**src/cmn_pkg.sv**
```systemverilog
// ----------------------------------------------------------------------------
// cmn_pkg
// Shared types and constants of the channel min/max normalizer: request codes,
// field widths, full-scale values and the per-channel mark record.
// ----------------------------------------------------------------------------
package cmn_pkg;

   // field widths
   localparam int REQ_BITS     = 2;
   localparam int CHANNEL_BITS = 4;
   localparam int SAMPLE_BITS  = 10;
   localparam int LEVEL_BITS   = 10;

   // divider step counter width
   localparam int STEP_BITS = $clog2(LEVEL_BITS);

   // full-scale reading and full-scale level
   localparam logic [SAMPLE_BITS-1:0] FULL_SCALE = {SAMPLE_BITS{1'b1}};
   localparam logic [LEVEL_BITS-1:0]  LEVEL_MAX  = {LEVEL_BITS{1'b1}};

   // request codes
   typedef enum logic [REQ_BITS-1:0] {
      REQ_CLEAR     = 2'd0,
      REQ_CALIBRATE = 2'd1,
      REQ_NORMALIZE = 2'd2
   } req_code_type;

   // low and high mark of one channel
   typedef struct packed {
      logic [SAMPLE_BITS-1:0] low;
      logic [SAMPLE_BITS-1:0] high;
   } mark_type;

endpackage

```
**src/cmn_req_if.sv**
```systemverilog
// ----------------------------------------------------------------------------
// cmn_req_if
// Request channel: one beat is a clear, a calibration sample or a normalize
// sample for one channel.
// ----------------------------------------------------------------------------
interface cmn_req_if import cmn_pkg::*; ();

   logic                    valid;
   logic                    ready;
   logic [REQ_BITS-1:0]     req_type;
   logic [CHANNEL_BITS-1:0] channel;
   logic [SAMPLE_BITS-1:0]  sample;

   modport source (output valid, output req_type, output channel, output sample,
                   input ready);
   modport sink   (input valid, input req_type, input channel, input sample,
                   output ready);

endinterface

```
**src/cmn_rsp_if.sv**
```systemverilog
// ----------------------------------------------------------------------------
// cmn_rsp_if
// Response channel: one beat is the normalized level of one channel.
// ----------------------------------------------------------------------------
interface cmn_rsp_if import cmn_pkg::*; ();

   logic                    valid;
   logic                    ready;
   logic [CHANNEL_BITS-1:0] out_channel;
   logic [LEVEL_BITS-1:0]   level;
   logic                    uncalibrated;

   modport source (output valid, output out_channel, output level, output uncalibrated,
                   input ready);
   modport sink   (input valid, input out_channel, input level, input uncalibrated,
                   output ready);

endinterface

```
**src/channel_minmax_normalizer.sv**
```systemverilog
// ----------------------------------------------------------------------------
// channel_minmax_normalizer
// Per-channel min/max calibration and normalization of multiplexed sensor
// readings, with a bit-serial restoring divider.
// ----------------------------------------------------------------------------
// The block takes one request beat at a time. A clear beat marks every
// channel uncalibrated at once through a valid bit per channel. For a
// calibration beat the mark memory is read at accept and written back the
// cycle after. A normalize beat runs through accept with mark read, lookup,
// range check, ten steps of the restoring divider (one quotient bit per
// cycle), and output load; uncalibrated channels and samples at or below the
// low mark skip the divider, and a quotient too large for the level width
// saturates in the range check. The response sits in an output register, and
// the next request is accepted once the result has moved there.
// ----------------------------------------------------------------------------
module channel_minmax_normalizer
   import cmn_pkg::*;
#(
   parameter int CHANNELS = 16
) (
   input  logic       clock,
   input  logic       reset,
   cmn_req_if.sink    req_bus,
   cmn_rsp_if.source  rsp_bus
);

   localparam int IDX_BITS = (CHANNELS > 1) ? $clog2(CHANNELS) : 1;

   typedef enum logic [4:0] {
      ST_IDLE   = 5'b00001,
      ST_LOOKUP = 5'b00010,
      ST_CHECK  = 5'b00100,
      ST_DIVIDE = 5'b01000,
      ST_FINISH = 5'b10000
   } state_type;

   state_type                 state_ff, state_in;
   logic                      is_cal_ff, is_cal_in;
   logic [CHANNEL_BITS-1:0]   chan_ff, chan_in;
   logic [SAMPLE_BITS-1:0]    sample_ff, sample_in;
   mark_type                  mark_rd_ff;
   logic                      mark_ok_ff;
   logic [CHANNELS-1:0]       mark_vld_ff, mark_vld_in;
   mark_type                  mark_mem [CHANNELS];
   logic [SAMPLE_BITS-1:0]    rem_ff, rem_in;
   logic [LEVEL_BITS-1:0]     quo_ff, quo_in;
   logic [SAMPLE_BITS-1:0]    div_ff, div_in;
   logic [STEP_BITS-1:0]      step_ff, step_in;
   logic                      unc_ff, unc_in;
   logic                      rsp_valid_ff, rsp_valid_in;
   logic [CHANNEL_BITS-1:0]   rsp_channel_ff, rsp_channel_in;
   logic [LEVEL_BITS-1:0]     rsp_level_ff, rsp_level_in;
   logic                      rsp_unc_ff, rsp_unc_in;

   logic                      accept;
   logic                      in_range;
   logic                      do_clear;
   logic                      do_start;
   logic [IDX_BITS-1:0]       req_idx;
   logic [IDX_BITS-1:0]       chan_idx;
   logic [SAMPLE_BITS-1:0]    cur_low;
   logic [SAMPLE_BITS-1:0]    cur_high;
   mark_type                  mark_wr;
   logic                      mark_we;
   logic [SAMPLE_BITS-1:0]    diff;
   logic [SAMPLE_BITS+LEVEL_BITS-1:0] numer;
   logic [SAMPLE_BITS:0]      trial;
   logic                      rsp_load;

   // request handshake and decode
   assign req_bus.ready = (state_ff == ST_IDLE);
   assign accept        = req_bus.valid & req_bus.ready;
   assign in_range      = 32'(req_bus.channel) < CHANNELS;
   assign do_clear      = accept && (req_bus.req_type == REQ_CLEAR);
   assign do_start      = accept && in_range &&
                          ((req_bus.req_type == REQ_CALIBRATE) ||
                           (req_bus.req_type == REQ_NORMALIZE));
   assign req_idx       = IDX_BITS'(req_bus.channel);
   assign chan_idx      = IDX_BITS'(chan_ff);

   // marks of the current channel, reset value when not written since reset or the last clear
   assign cur_low  = mark_ok_ff ? mark_rd_ff.low  : FULL_SCALE;
   assign cur_high = mark_ok_ff ? mark_rd_ff.high : '0;

   // widened marks for a calibration beat
   always_comb begin
      mark_wr.low  = (sample_ff < cur_low)  ? sample_ff : cur_low;
      mark_wr.high = (sample_ff > cur_high) ? sample_ff : cur_high;
   end
   assign mark_we = (state_ff == ST_LOOKUP) && is_cal_ff;

   // numerator (sample - low) * full scale, as shift and subtract
   assign diff  = sample_ff - cur_low;
   assign numer = {diff, {LEVEL_BITS{1'b0}}} -
                  {{LEVEL_BITS{1'b0}}, diff};

   // one restoring divide step
   assign trial = {rem_ff, quo_ff[LEVEL_BITS-1]};

   // response register loads when empty or being drained
   assign rsp_load = (state_ff == ST_FINISH) && (!rsp_valid_ff || rsp_bus.ready);

   // next state and datapath
   always_comb begin
      state_in    = state_ff;
      is_cal_in   = is_cal_ff;
      chan_in     = chan_ff;
      sample_in   = sample_ff;
      mark_vld_in = mark_vld_ff;
      rem_in      = rem_ff;
      quo_in      = quo_ff;
      div_in      = div_ff;
      step_in     = step_ff;
      unc_in      = unc_ff;
      case (state_ff)
         ST_IDLE: begin
            if (do_clear) begin
               mark_vld_in = '0;
            end
            if (do_start) begin
               is_cal_in = (req_bus.req_type == REQ_CALIBRATE);
               chan_in   = req_bus.channel;
               sample_in = req_bus.sample;
               state_in  = ST_LOOKUP;
            end
         end
         ST_LOOKUP: begin
            if (is_cal_ff) begin
               mark_vld_in[chan_idx] = 1'b1;
               state_in              = ST_IDLE;
            end else if (cur_high <= cur_low) begin
               unc_in   = 1'b1;
               quo_in   = '0;
               state_in = ST_FINISH;
            end else if (sample_ff <= cur_low) begin
               unc_in   = 1'b0;
               quo_in   = '0;
               state_in = ST_FINISH;
            end else begin
               unc_in   = 1'b0;
               rem_in   = numer[SAMPLE_BITS+LEVEL_BITS-1:LEVEL_BITS];
               quo_in   = numer[LEVEL_BITS-1:0];
               div_in   = cur_high - cur_low;
               state_in = ST_CHECK;
            end
         end
         ST_CHECK: begin
            // quotient would not fit the level width: saturate
            if (rem_ff >= div_ff) begin
               quo_in   = LEVEL_MAX;
               state_in = ST_FINISH;
            end else begin
               step_in  = '0;
               state_in = ST_DIVIDE;
            end
         end
         ST_DIVIDE: begin
            if (trial >= {1'b0, div_ff}) begin
               rem_in = SAMPLE_BITS'(trial - {1'b0, div_ff});
               quo_in = {quo_ff[LEVEL_BITS-2:0], 1'b1};
            end else begin
               rem_in = trial[SAMPLE_BITS-1:0];
               quo_in = {quo_ff[LEVEL_BITS-2:0], 1'b0};
            end
            step_in = step_ff + STEP_BITS'(1);
            if (step_ff == STEP_BITS'(LEVEL_BITS - 1)) begin
               state_in = ST_FINISH;
            end
         end
         ST_FINISH: begin
            if (rsp_load) begin
               state_in = ST_IDLE;
            end
         end
         default: begin
            state_in = ST_IDLE;
         end
      endcase
   end

   // output register
   always_comb begin
      rsp_valid_in   = rsp_valid_ff;
      rsp_channel_in = rsp_channel_ff;
      rsp_level_in   = rsp_level_ff;
      rsp_unc_in     = rsp_unc_ff;
      if (rsp_bus.ready) begin
         rsp_valid_in = 1'b0;
      end
      if (rsp_load) begin
         rsp_valid_in   = 1'b1;
         rsp_channel_in = chan_ff;
         rsp_level_in   = quo_ff;
         rsp_unc_in     = unc_ff;
      end
   end

   assign rsp_bus.valid        = rsp_valid_ff;
   assign rsp_bus.out_channel  = rsp_channel_ff;
   assign rsp_bus.level        = rsp_level_ff;
   assign rsp_bus.uncalibrated = rsp_unc_ff;

   // control registers
   always_ff @(posedge clock) begin
      if (reset) begin
         state_ff     <= ST_IDLE;
         mark_vld_ff  <= '0;
         rsp_valid_ff <= 1'b0;
      end else begin
         state_ff     <= state_in;
         mark_vld_ff  <= mark_vld_in;
         rsp_valid_ff <= rsp_valid_in;
      end
   end

   // payload registers
   always_ff @(posedge clock) begin
      is_cal_ff      <= is_cal_in;
      chan_ff        <= chan_in;
      sample_ff      <= sample_in;
      rem_ff         <= rem_in;
      quo_ff         <= quo_in;
      div_ff         <= div_in;
      step_ff        <= step_in;
      unc_ff         <= unc_in;
      rsp_channel_ff <= rsp_channel_in;
      rsp_level_ff   <= rsp_level_in;
      rsp_unc_ff     <= rsp_unc_in;
   end

   // mark memory, read at accept and written back after lookup
   always_ff @(posedge clock) begin
      if (do_start) begin
         mark_rd_ff <= mark_mem[req_idx];
         mark_ok_ff <= mark_vld_ff[req_idx];
      end
      if (mark_we) begin
         mark_mem[chan_idx] <= mark_wr;
      end
   end

   // uncalibrated responses carry a zero level
   assert property (@(posedge clock) disable iff (reset)
      (rsp_valid_ff && rsp_unc_ff) |-> (rsp_level_ff == '0))
      else $error("uncalibrated response with nonzero level");

   // divider remainder stays below the divisor
   assert property (@(posedge clock) disable iff (reset)
      (state_ff == ST_DIVIDE) |-> (rem_ff < div_ff))
      else $error("divider remainder out of range");

   // divider never runs past its last step
   assert property (@(posedge clock) disable iff (reset)
      (state_ff == ST_DIVIDE) |-> (step_ff < STEP_BITS'(LEVEL_BITS)))
      else $error("divider step count overrun");

   // a clear beat leaves every channel uncalibrated
   assert property (@(posedge clock) disable iff (reset)
      do_clear |=> (mark_vld_ff == '0))
      else $error("clear did not reset the channel marks");

   // a response held back is not overwritten
   assert property (@(posedge clock) disable iff (reset)
      (rsp_valid_ff && !rsp_bus.ready) |=> (rsp_valid_ff && $stable(rsp_level_ff)))
      else $error("stalled response changed");

endmodule

```
**src/flat_wrapper.sv**
```systemverilog
// flat-port wrapper written by rule: the top's interface ports become plain ports
module channel_minmax_normalizer_flat import cmn_pkg::*;
#(
   parameter int CHANNELS = 16
)
  (clock, reset, req_bus_valid, req_bus_req_type, req_bus_channel, req_bus_sample, req_bus_ready, rsp_bus_valid, rsp_bus_out_channel, rsp_bus_level, rsp_bus_uncalibrated, rsp_bus_ready);
  cmn_req_if req_bus_i ();
  cmn_rsp_if rsp_bus_i ();
  input  logic clock;
  input  logic reset;
  input wire logic [$bits(req_bus_i.valid)-1:0] req_bus_valid;
  input wire logic [$bits(req_bus_i.req_type)-1:0] req_bus_req_type;
  input wire logic [$bits(req_bus_i.channel)-1:0] req_bus_channel;
  input wire logic [$bits(req_bus_i.sample)-1:0] req_bus_sample;
  output wire logic [$bits(req_bus_i.ready)-1:0] req_bus_ready;
  output wire logic [$bits(rsp_bus_i.valid)-1:0] rsp_bus_valid;
  output wire logic [$bits(rsp_bus_i.out_channel)-1:0] rsp_bus_out_channel;
  output wire logic [$bits(rsp_bus_i.level)-1:0] rsp_bus_level;
  output wire logic [$bits(rsp_bus_i.uncalibrated)-1:0] rsp_bus_uncalibrated;
  input wire logic [$bits(rsp_bus_i.ready)-1:0] rsp_bus_ready;
  assign req_bus_i.valid = req_bus_valid;
  assign req_bus_i.req_type = req_bus_req_type;
  assign req_bus_i.channel = req_bus_channel;
  assign req_bus_i.sample = req_bus_sample;
  assign req_bus_ready = req_bus_i.ready;
  assign rsp_bus_valid = rsp_bus_i.valid;
  assign rsp_bus_out_channel = rsp_bus_i.out_channel;
  assign rsp_bus_level = rsp_bus_i.level;
  assign rsp_bus_uncalibrated = rsp_bus_i.uncalibrated;
  assign rsp_bus_i.ready = rsp_bus_ready;
  channel_minmax_normalizer #(.CHANNELS(CHANNELS)) u_core (.clock(clock), .reset(reset), .req_bus(req_bus_i), .rsp_bus(rsp_bus_i));
endmodule
```
**config.mk**
```make
export PLATFORM = sky130hd
export DESIGN_NAME = channel_minmax_normalizer_flat
export DESIGN_NICKNAME = d
export VERILOG_FILES = /design/src/cmn_pkg.sv /design/src/cmn_req_if.sv /design/src/cmn_rsp_if.sv /design/src/channel_minmax_normalizer.sv /design/src/flat_wrapper.sv
export SDC_FILE = /design/constraint.sdc
export NUM_CORES = 1
export LEC_CHECK = 0
export ABC_AREA = 1
export BUFFER_PORTS_ARGS = -buffer_cell sky130_fd_sc_hd__buf_2
export CAP_MARGIN = 5
export CORE_MARGIN = 2
export CORE_UTILIZATION = 46
export DETAILED_ROUTE_END_ITERATION = 12
export SLEW_MARGIN = 40
export SYNTH_ARGS = -nofsm -noshare
export SYNTH_HDL_FRONTEND = slang
export SYNTH_SLANG_ARGS = --single-unit
```
**constraint.sdc**
```tcl
create_clock -name clock -period 9.2 [get_ports clock]
set_input_delay 1.84 -clock clock [delete_from_list [all_inputs] [get_ports clock]]
set_output_delay 1.84 -clock clock [all_outputs]
set_load 0.05 [all_outputs]
```
# Word-level counts from Yosys, hierarchy flattened
# Memory sizes are Yosys's and may differ from the RTL's. A register that Yosys moved wholly into a read port is not among the register bits.
# Index checks and enable logic that the tools add are counted.
# W data, S select, Z words.
word_totals:
  register_bits: 88
  latch_bits: 0
  mem_bits_rw: 320
  romBits: 0
  out_inout_bits: 17
  elab_cells: 112
  memories: 1
memory_table:
  columns: ["name", "depth", "width", "rd", "rd_clocked_by_memory_dff", "write_ports", "line_no", "source"]
  rows:
  - ["u_core.mark_mem", 16, 20, 1, 1, 1, "channel_minmax_normalizer.sv:44", "mark_type mark_mem [CHANNELS];"]
op_classes:
  add_sub_neg: 5
  multipliers: 0
  div_mod_pow: 0
  order_cmp: 9
  eq_ne: 18
  n_shift: 0
  muxes: 37
  bitwise_logic: 5
  reduce_logical: 22
op_table:
  columns: ["operator", "count"]
  rows:
  - ["$mux W10", 12]
  - ["$mux W5", 7]
  - ["$mux W16", 2]
  - ["$pmux W16 S2", 1]
  - ["$pmux W10 S3", 1]
  - ["$sub A10 B10 Y10", 3]
  - ["$pmux W5 S5", 1]
  - ["$le A10 B10 Y1", 2]
  - ["$pmux W10 S2", 1]
  - ["$sub A20 B10 Y20", 1]
  - ["$or A16 B16 Y16", 1]
  - ["$ne A2 B2 Y1 const B", 6]
  - ["$ge A11 B10 Y1", 1]
  - ["$ge A10 B10 Y1", 1]
  - ["$gt A10 B10 Y1", 1]
  - ["$lt A10 B10 Y1", 1]
  - ["$lt A4 B5 Y1 const B", 2]
  - ["$reduce_and A3 Y1", 3]
  - ["$mux W1", 8]
  - ["$ne A2 B1 Y1 const B", 4]
  - ["$pmux W4 S2", 1]
  - ["$reduce_and A4 Y1", 2]
  - ["$reduce_bool A2 Y1", 4]
  - ["$reduce_and A2 Y1", 3]
  - ["20 further kinds", 27]

# Logic depth before layout (Yosys ltp)
logic_depth:
  depth_word: 7
  ltp_mapped: 23
  mapped_depth_nobuf: 21

# Worst setup path after synthesis
# No wires, ideal clock.
synth_timing:
  path_type: "register to output"
  startpoint: "register u_core.state_ff[2]"
  endpoint: "output req_bus_ready"
  arrival_time_ns: 1.531
  required_time_ns: 7.360
  path_slack_ns: 5.829
  stages_incl_launch_ff: 4
  cell_sequence: "dfxtp_1 > nor2_1 > inv_1 > nor4_2"
synth_via:
  elab_chain_len: 1
synth_rtl:
  columns: ["element", "line_no", "source"]
  rows:
  - ["start: declaration", "channel_minmax_normalizer.sv:37", "state_type state_ff, state_in;"]
  - ["start signal: assignment", "channel_minmax_normalizer.sv:210", "state_ff <= state_in;"]
  - ["$eq A5 B1 Y1", "channel_minmax_normalizer.sv:71", "assign req_bus.ready = (state_ff == ST_IDLE);"]
  - ["end: declaration", "flat_wrapper.sv:15", "output wire logic [$bits(req_bus_i.ready)-1:0] req_bus_ready;"]
# No other way between the ends.

# Final worst setup path
layout_timing:
  startpoint: "register u_core.mark_ok_ff"
  endpoint: "register u_core.rem_ff[8], enable pin"
layout_via:
  elab_chain_len: 4
  elab_cells_between_ends: 7
  cone_classes: "2 x order compare; 2 x eq/ne; 2 x mux; 1 x reduce/logical"
layout_rtl:
  columns: ["element", "line_no", "source"]
  rows:
  - ["start: declaration", "channel_minmax_normalizer.sv:42", "logic mark_ok_ff;"]
  - ["start signal: assignment", "channel_minmax_normalizer.sv:235", "mark_ok_ff <= mark_vld_ff[req_idx];"]
  - ["$mux W10 (on tied branches)", "channel_minmax_normalizer.sv:83, channel_minmax_normalizer.sv:82", null]
  - ["$le A10 B10 Y1 (on tied branches)", "channel_minmax_normalizer.sv:131, channel_minmax_normalizer.sv:135", null]
  - ["$ne A2 B2 Y1 (no source line)", null, null]
  - ["$reduce_and A4 Y1 (no source line) *", null, null]
  - ["end signal: assignment", "channel_minmax_normalizer.sv:221", "rem_ff <= rem_in;"]
  - ["end: declaration", "channel_minmax_normalizer.sv:45", "logic [SAMPLE_BITS-1:0] rem_ff, rem_in;"]
# Mark *: on every way between the ends. The rest lies on a longest branch, timed or not.
# A chain may end at the register's enable or synchronous reset.

==> results.md <==
| Quantity | Value | Unit |
|:---|:---|:---|
| Die X-Extent | 211 | um |
| Top cells by area in the synthesized netlist | edfxtp_1, mux2i_1, a21oi_1 | - |
| Seq. cell area | 12600 | um2 |
| Crit-path max cell delay | 0.37 | ns |
| Fill cell total of the finished layout | 3650 | - |
| Fraction of power spent switching nets | 27.8 | % |
| Cts bufs inserted | 46 | - |
| Top-level port count | 37 | - |
| Post-placement cell area | 20700 | um2 |
| Path depth of the worst reg2reg path | 14 | - |
| Crit-path slowest cell | nor2_2 | - |
| Share of layout cells above drive strength 1 | 12.5 | % |
| Worst Hold Launch | u_core.quo_ff[0]$_DFFE_PP_ | - |
| Area Growth Syn to Fin | 12.2 | % |
| Overall Global Routing Usage | 21.8 | % |
| Proportion of power drawn by combinational gates | 16.8 | % |
| Total Die Area | 44600 | um2 |
| Finish-stage setup viols | 0 | - |
| Clock latency on the worst-skew pair | 0.58 | ns |
| Max-Slew Margin vs Limit | 44.7 | % |
| Via count of the first global-routing pass | 12500 | - |
| Final-layout setup total negative slack | 0 | ns |
| Yosys top cell by area | edfxtp_1 | - |
| Share of synthesized registers carrying an async set or reset | 0 | % |
| Status | complete, no violations | - |
| CP cell instances | buf_4 -> inv_1 -> or2_2 -> ha_1 -> inv_1 -> ha_1 -> inv_1 -> nand2_1 -> nand4_1 -> nand4_1 -> nand2_1 -> nor2_2 -> nand2_1 -> nand2_1 | - |
| Routed vias | 12900 | - |
| Sort of element at the end of the critical path | flip-flop | - |
| Sequential area share after synthesis | 64.0 | % |
| Cell chosen for the clock root | clkbuf_16 | - |
| Number of hold buffers added after CTS | 0 | - |
| Max Fanout on Critical Path | 21 | - |
| EDFF count, synth | 406 | - |
| Area taken by multi-input logic gates | 6220 | um2 |
| Portion of synthesized cell area occupied by the leading cell type | 61.8 | % |
| Final hold viol count | 0 | - |
| Final Net Count | 1809 | - |
| Cell row count | 75 | - |
| Reg-to-reg endpoint | u_core.rem_ff[8]$_DFFE_PP_ | - |
| Yosys reg bits | 428 | - |
| Clk pin slew, worst setup/hold paths | 0.06 | ns |
| Hold path depth | 0 | - |
| Clk network pwr share | 35.1 | % |
| Busiest metal layer after global routing | met2 | - |
| Global-route wire length before repair | 73100 | um |
| Most frequent cells in the layout | edfxtp_1, inv_1, nand2_1 | - |
| Lkg Pwr | 8.38 | nW |
| Number of library cell types mapped by synthesis | 46 | - |
| Internal Dissipation | 3.58 | mW |
| Primary flip-flop cell chosen by synthesis mapping | edfxtp_1 | - |
| Clock tree buffer depth | 3 | - |
| Power share of the sequential group | 48.1 | % |
| Antenna violations before repair | 0 | - |
| Setup CP Type | flip-flop to flip-flop | - |
| First-pass iteration count of the detailed router | 7 | - |
| Post-detailed-route via-to-cell ratio | 5.61 | - |
| Met3 layer usage reported by global route | 3.48 | % |
| Total nets after synthesis | 1764 | - |
| Weighted congestion at the end of routability-driven global placement | 0.942 | - |
| Worst-case vdd ir drop | 0.000168 | V |
| Synthesis warning total | 0 | - |
| Worst clock skew | 0.0201 | ns |
| Placeable core region | 42100 | um2 |
| Detailed Route Iter0 Violations | 1056 | - |
| Mapped Avg Cell Area | 11.7 | um2 |
| Psw | 1.38 | mW |
| Number of buffers added on ports | 36 | - |
| CP startpoint kind | flip-flop | - |
| Reg2reg start | u_core.mark_ok_ff$_DFFE_PP_ | - |
| Required time of the critical path | 9.43 | ns |
| Post-DRT Antenna Nets | 0 | - |
| Max Cap Violations | 0 | - |
| Post-synthesis cell count | 1691 | - |
| Post-synthesis instance area | 19700 | um2 |
| Part of the cycle the worst path needs | 41.1 | % |
| Worst endpoint data arrival time | 4.01 | ns |
| Total power per unit cell area | 224 | nW/um2 |
| Global route overflow | 0 | - |
| Initial core utilization | 46.8 | % |
| Most common library cell in the layout ignoring fill and taps | edfxtp_1 | - |
| CTS Sinks | 428 | - |
| Worst hold margin | 0.445 | ns |
| Cell occurring most often along the worst timing path | nand2_1 | - |
| Die Y-Extent | 211 | um |
| Total non-filler cell area in the finished layout | 22100 | um2 |
| Maximum achievable frequency | 264 | MHz |
| Hold crit path type | flip-flop to flip-flop | - |
| Half-perimeter wire length of the detailed placement result | 28900 | um |
| Global Route met2 Usage | 36.4 | % |
| Setup Fix Bufs, Post-CTS | 0 | - |
| Detailed Route WL | 48300 | um |
| H-tree lvl count | 2 | - |
| Shortest clock period the worst path allows after layout | 3.78 | ns |
| Slew Limit Fails | 0 | - |
| Remaining DRCs | 0 | - |
| Largest net degree at the start of global routing | 121 | - |
| TritonCTS clock tree | built | - |
| DR WL/cell | 20.9 | um |
| Number of gates given a new drive strength after cts | 0 | - |
| Setup slack on the worst flop-to-flop path | 5.42 | ns |
| RSZ-0062 raised after global routing | no | - |
| End point of the worst hold path | u_core.rsp_bus.level[0]$_DFFE_PP_ | - |
| Worst Max-Slew Pin Slew | 0.829 | ns |
| Met1 track utilization from global routing | 29.8 | % |
## layer usage
metal,share of wire (%),vias to the layer above
met1,44,6327
li1,-,6175
met4,2.4,0
met5,0,-
met2,48,366
met3,6.0,79
## worst max path at each step
stage / startpoint / endpoint / slack, ns / cells after the start
after CTS: u_core.state_ff[2]$_SDFFE_PP0P_ / req_bus_ready / 5.39 / 4
after floorplan: u_core.state_ff[2]$_SDFFE_PP0P_ / req_bus_ready / 5.83 / 3
after global placement: req_bus_channel[0] / u_core.mark_rd_ff[18]$_DFFE_PP_ / 4.85 / 7
after detailed placement: req_bus_channel[1] / u_core.mark_rd_ff[18]$_DFFE_PP_ / 4.98 / 6
final: u_core.mark_ok_ff$_DFFE_PP_ / u_core.rem_ff[8]$_DFFE_PP_ / 5.42 / 14
after global routing: u_core.mark_ok_ff$_DFFE_PP_ / u_core.rem_ff[8]$_DFFE_PP_ / 5.15 / 14
## worst max-delay path: cells and delay by family (launching register included)
family	cells	cell delay [ns]
DFF	1	0.32
adders and majority gates	2	0.36
and+or+nand+nor	8	2.06
buffers and inverters	4	0.69
## kinds of logic after synthesis
| kind of cell | share of synthesized area (%) |
|---|---|
| AOI/OAI and AO/OA | 11.8 |
| xor gates and xnor gates | 0.932 |
| adders and majority gates | 3.40 |
| buffers and inverters | 5.26 |
| DFF | 64.0 |
| muxes | 4.06 |
| and+or+nand+nor | 10.5 |
## sequential cells by signal, indices dropped and copies added (netlist names), 5 cells and up
register              count
u_core.mark_mem         320
u_core.rsp_bus.level     10
u_core.mark_rd_ff        20
u_core.quo_ff            10
u_core.div_ff            10
u_core.rem_ff            10
u_core.sample_ff         10
u_core.mark_vld_ff       16
u_core.state_ff           5
## metrics by stage
step	power, mW	instances	utilization [%]	setup slack (ns)
3_3_place_gp	3.22	2225	48.9	4.85
3_5_place_dp	3.24	2227	49.1	4.98
4_1_cts	4.98	2308	52.5	5.39
6_report	4.96	2309	52.5	5.42
5_1_grt	5.15	2308	52.5	5.15
2_1_floorplan	2.97	1691	-	5.83
## synthesized netlist by cell type (all sizes together), types with 8 or more instances
cell type and n:
edfxtp 406, nand2 206, inv 191, a21oi 157
o21ai 143, nor2 104, o211ai 86, mux2i 80
nand3 70, ha 52, clkbuf 50, buf 25
dfxtp 22, nand4 22, nor3 22, xor2 15
a31oi 8
## area by class of cell
cell class                      count  share of cell area, %
Sequential cell                   428                   57.1
Clock buffer                       59                   5.52
Timing Repair Buffer               72                   2.13
Tap cell                          539                   3.05
Inverter                          193                   3.28
Antenna cell                        1                 0.0113
Multi-Input combinational cell    995                   28.1
Clock inverter                     22                  0.831
## power groups by stage
| stage | sequential (mW) | clock, mW | combinational (mW) |
|---|---|---|---|
| 3_5_place_dp | 2.42 | 0 | 0.823 |
| 6_report | 2.38 | 1.74 | 0.835 |
| 2_1_floorplan | 2.41 | 0 | 0.560 |
| 4_1_cts | 2.38 | 1.78 | 0.826 |
| 5_1_grt | 2.39 | 1.85 | 0.922 |
| 3_3_place_gp | 2.43 | 0 | 0.790 |
Note: power is estimated with default switching activity, not from simulation.
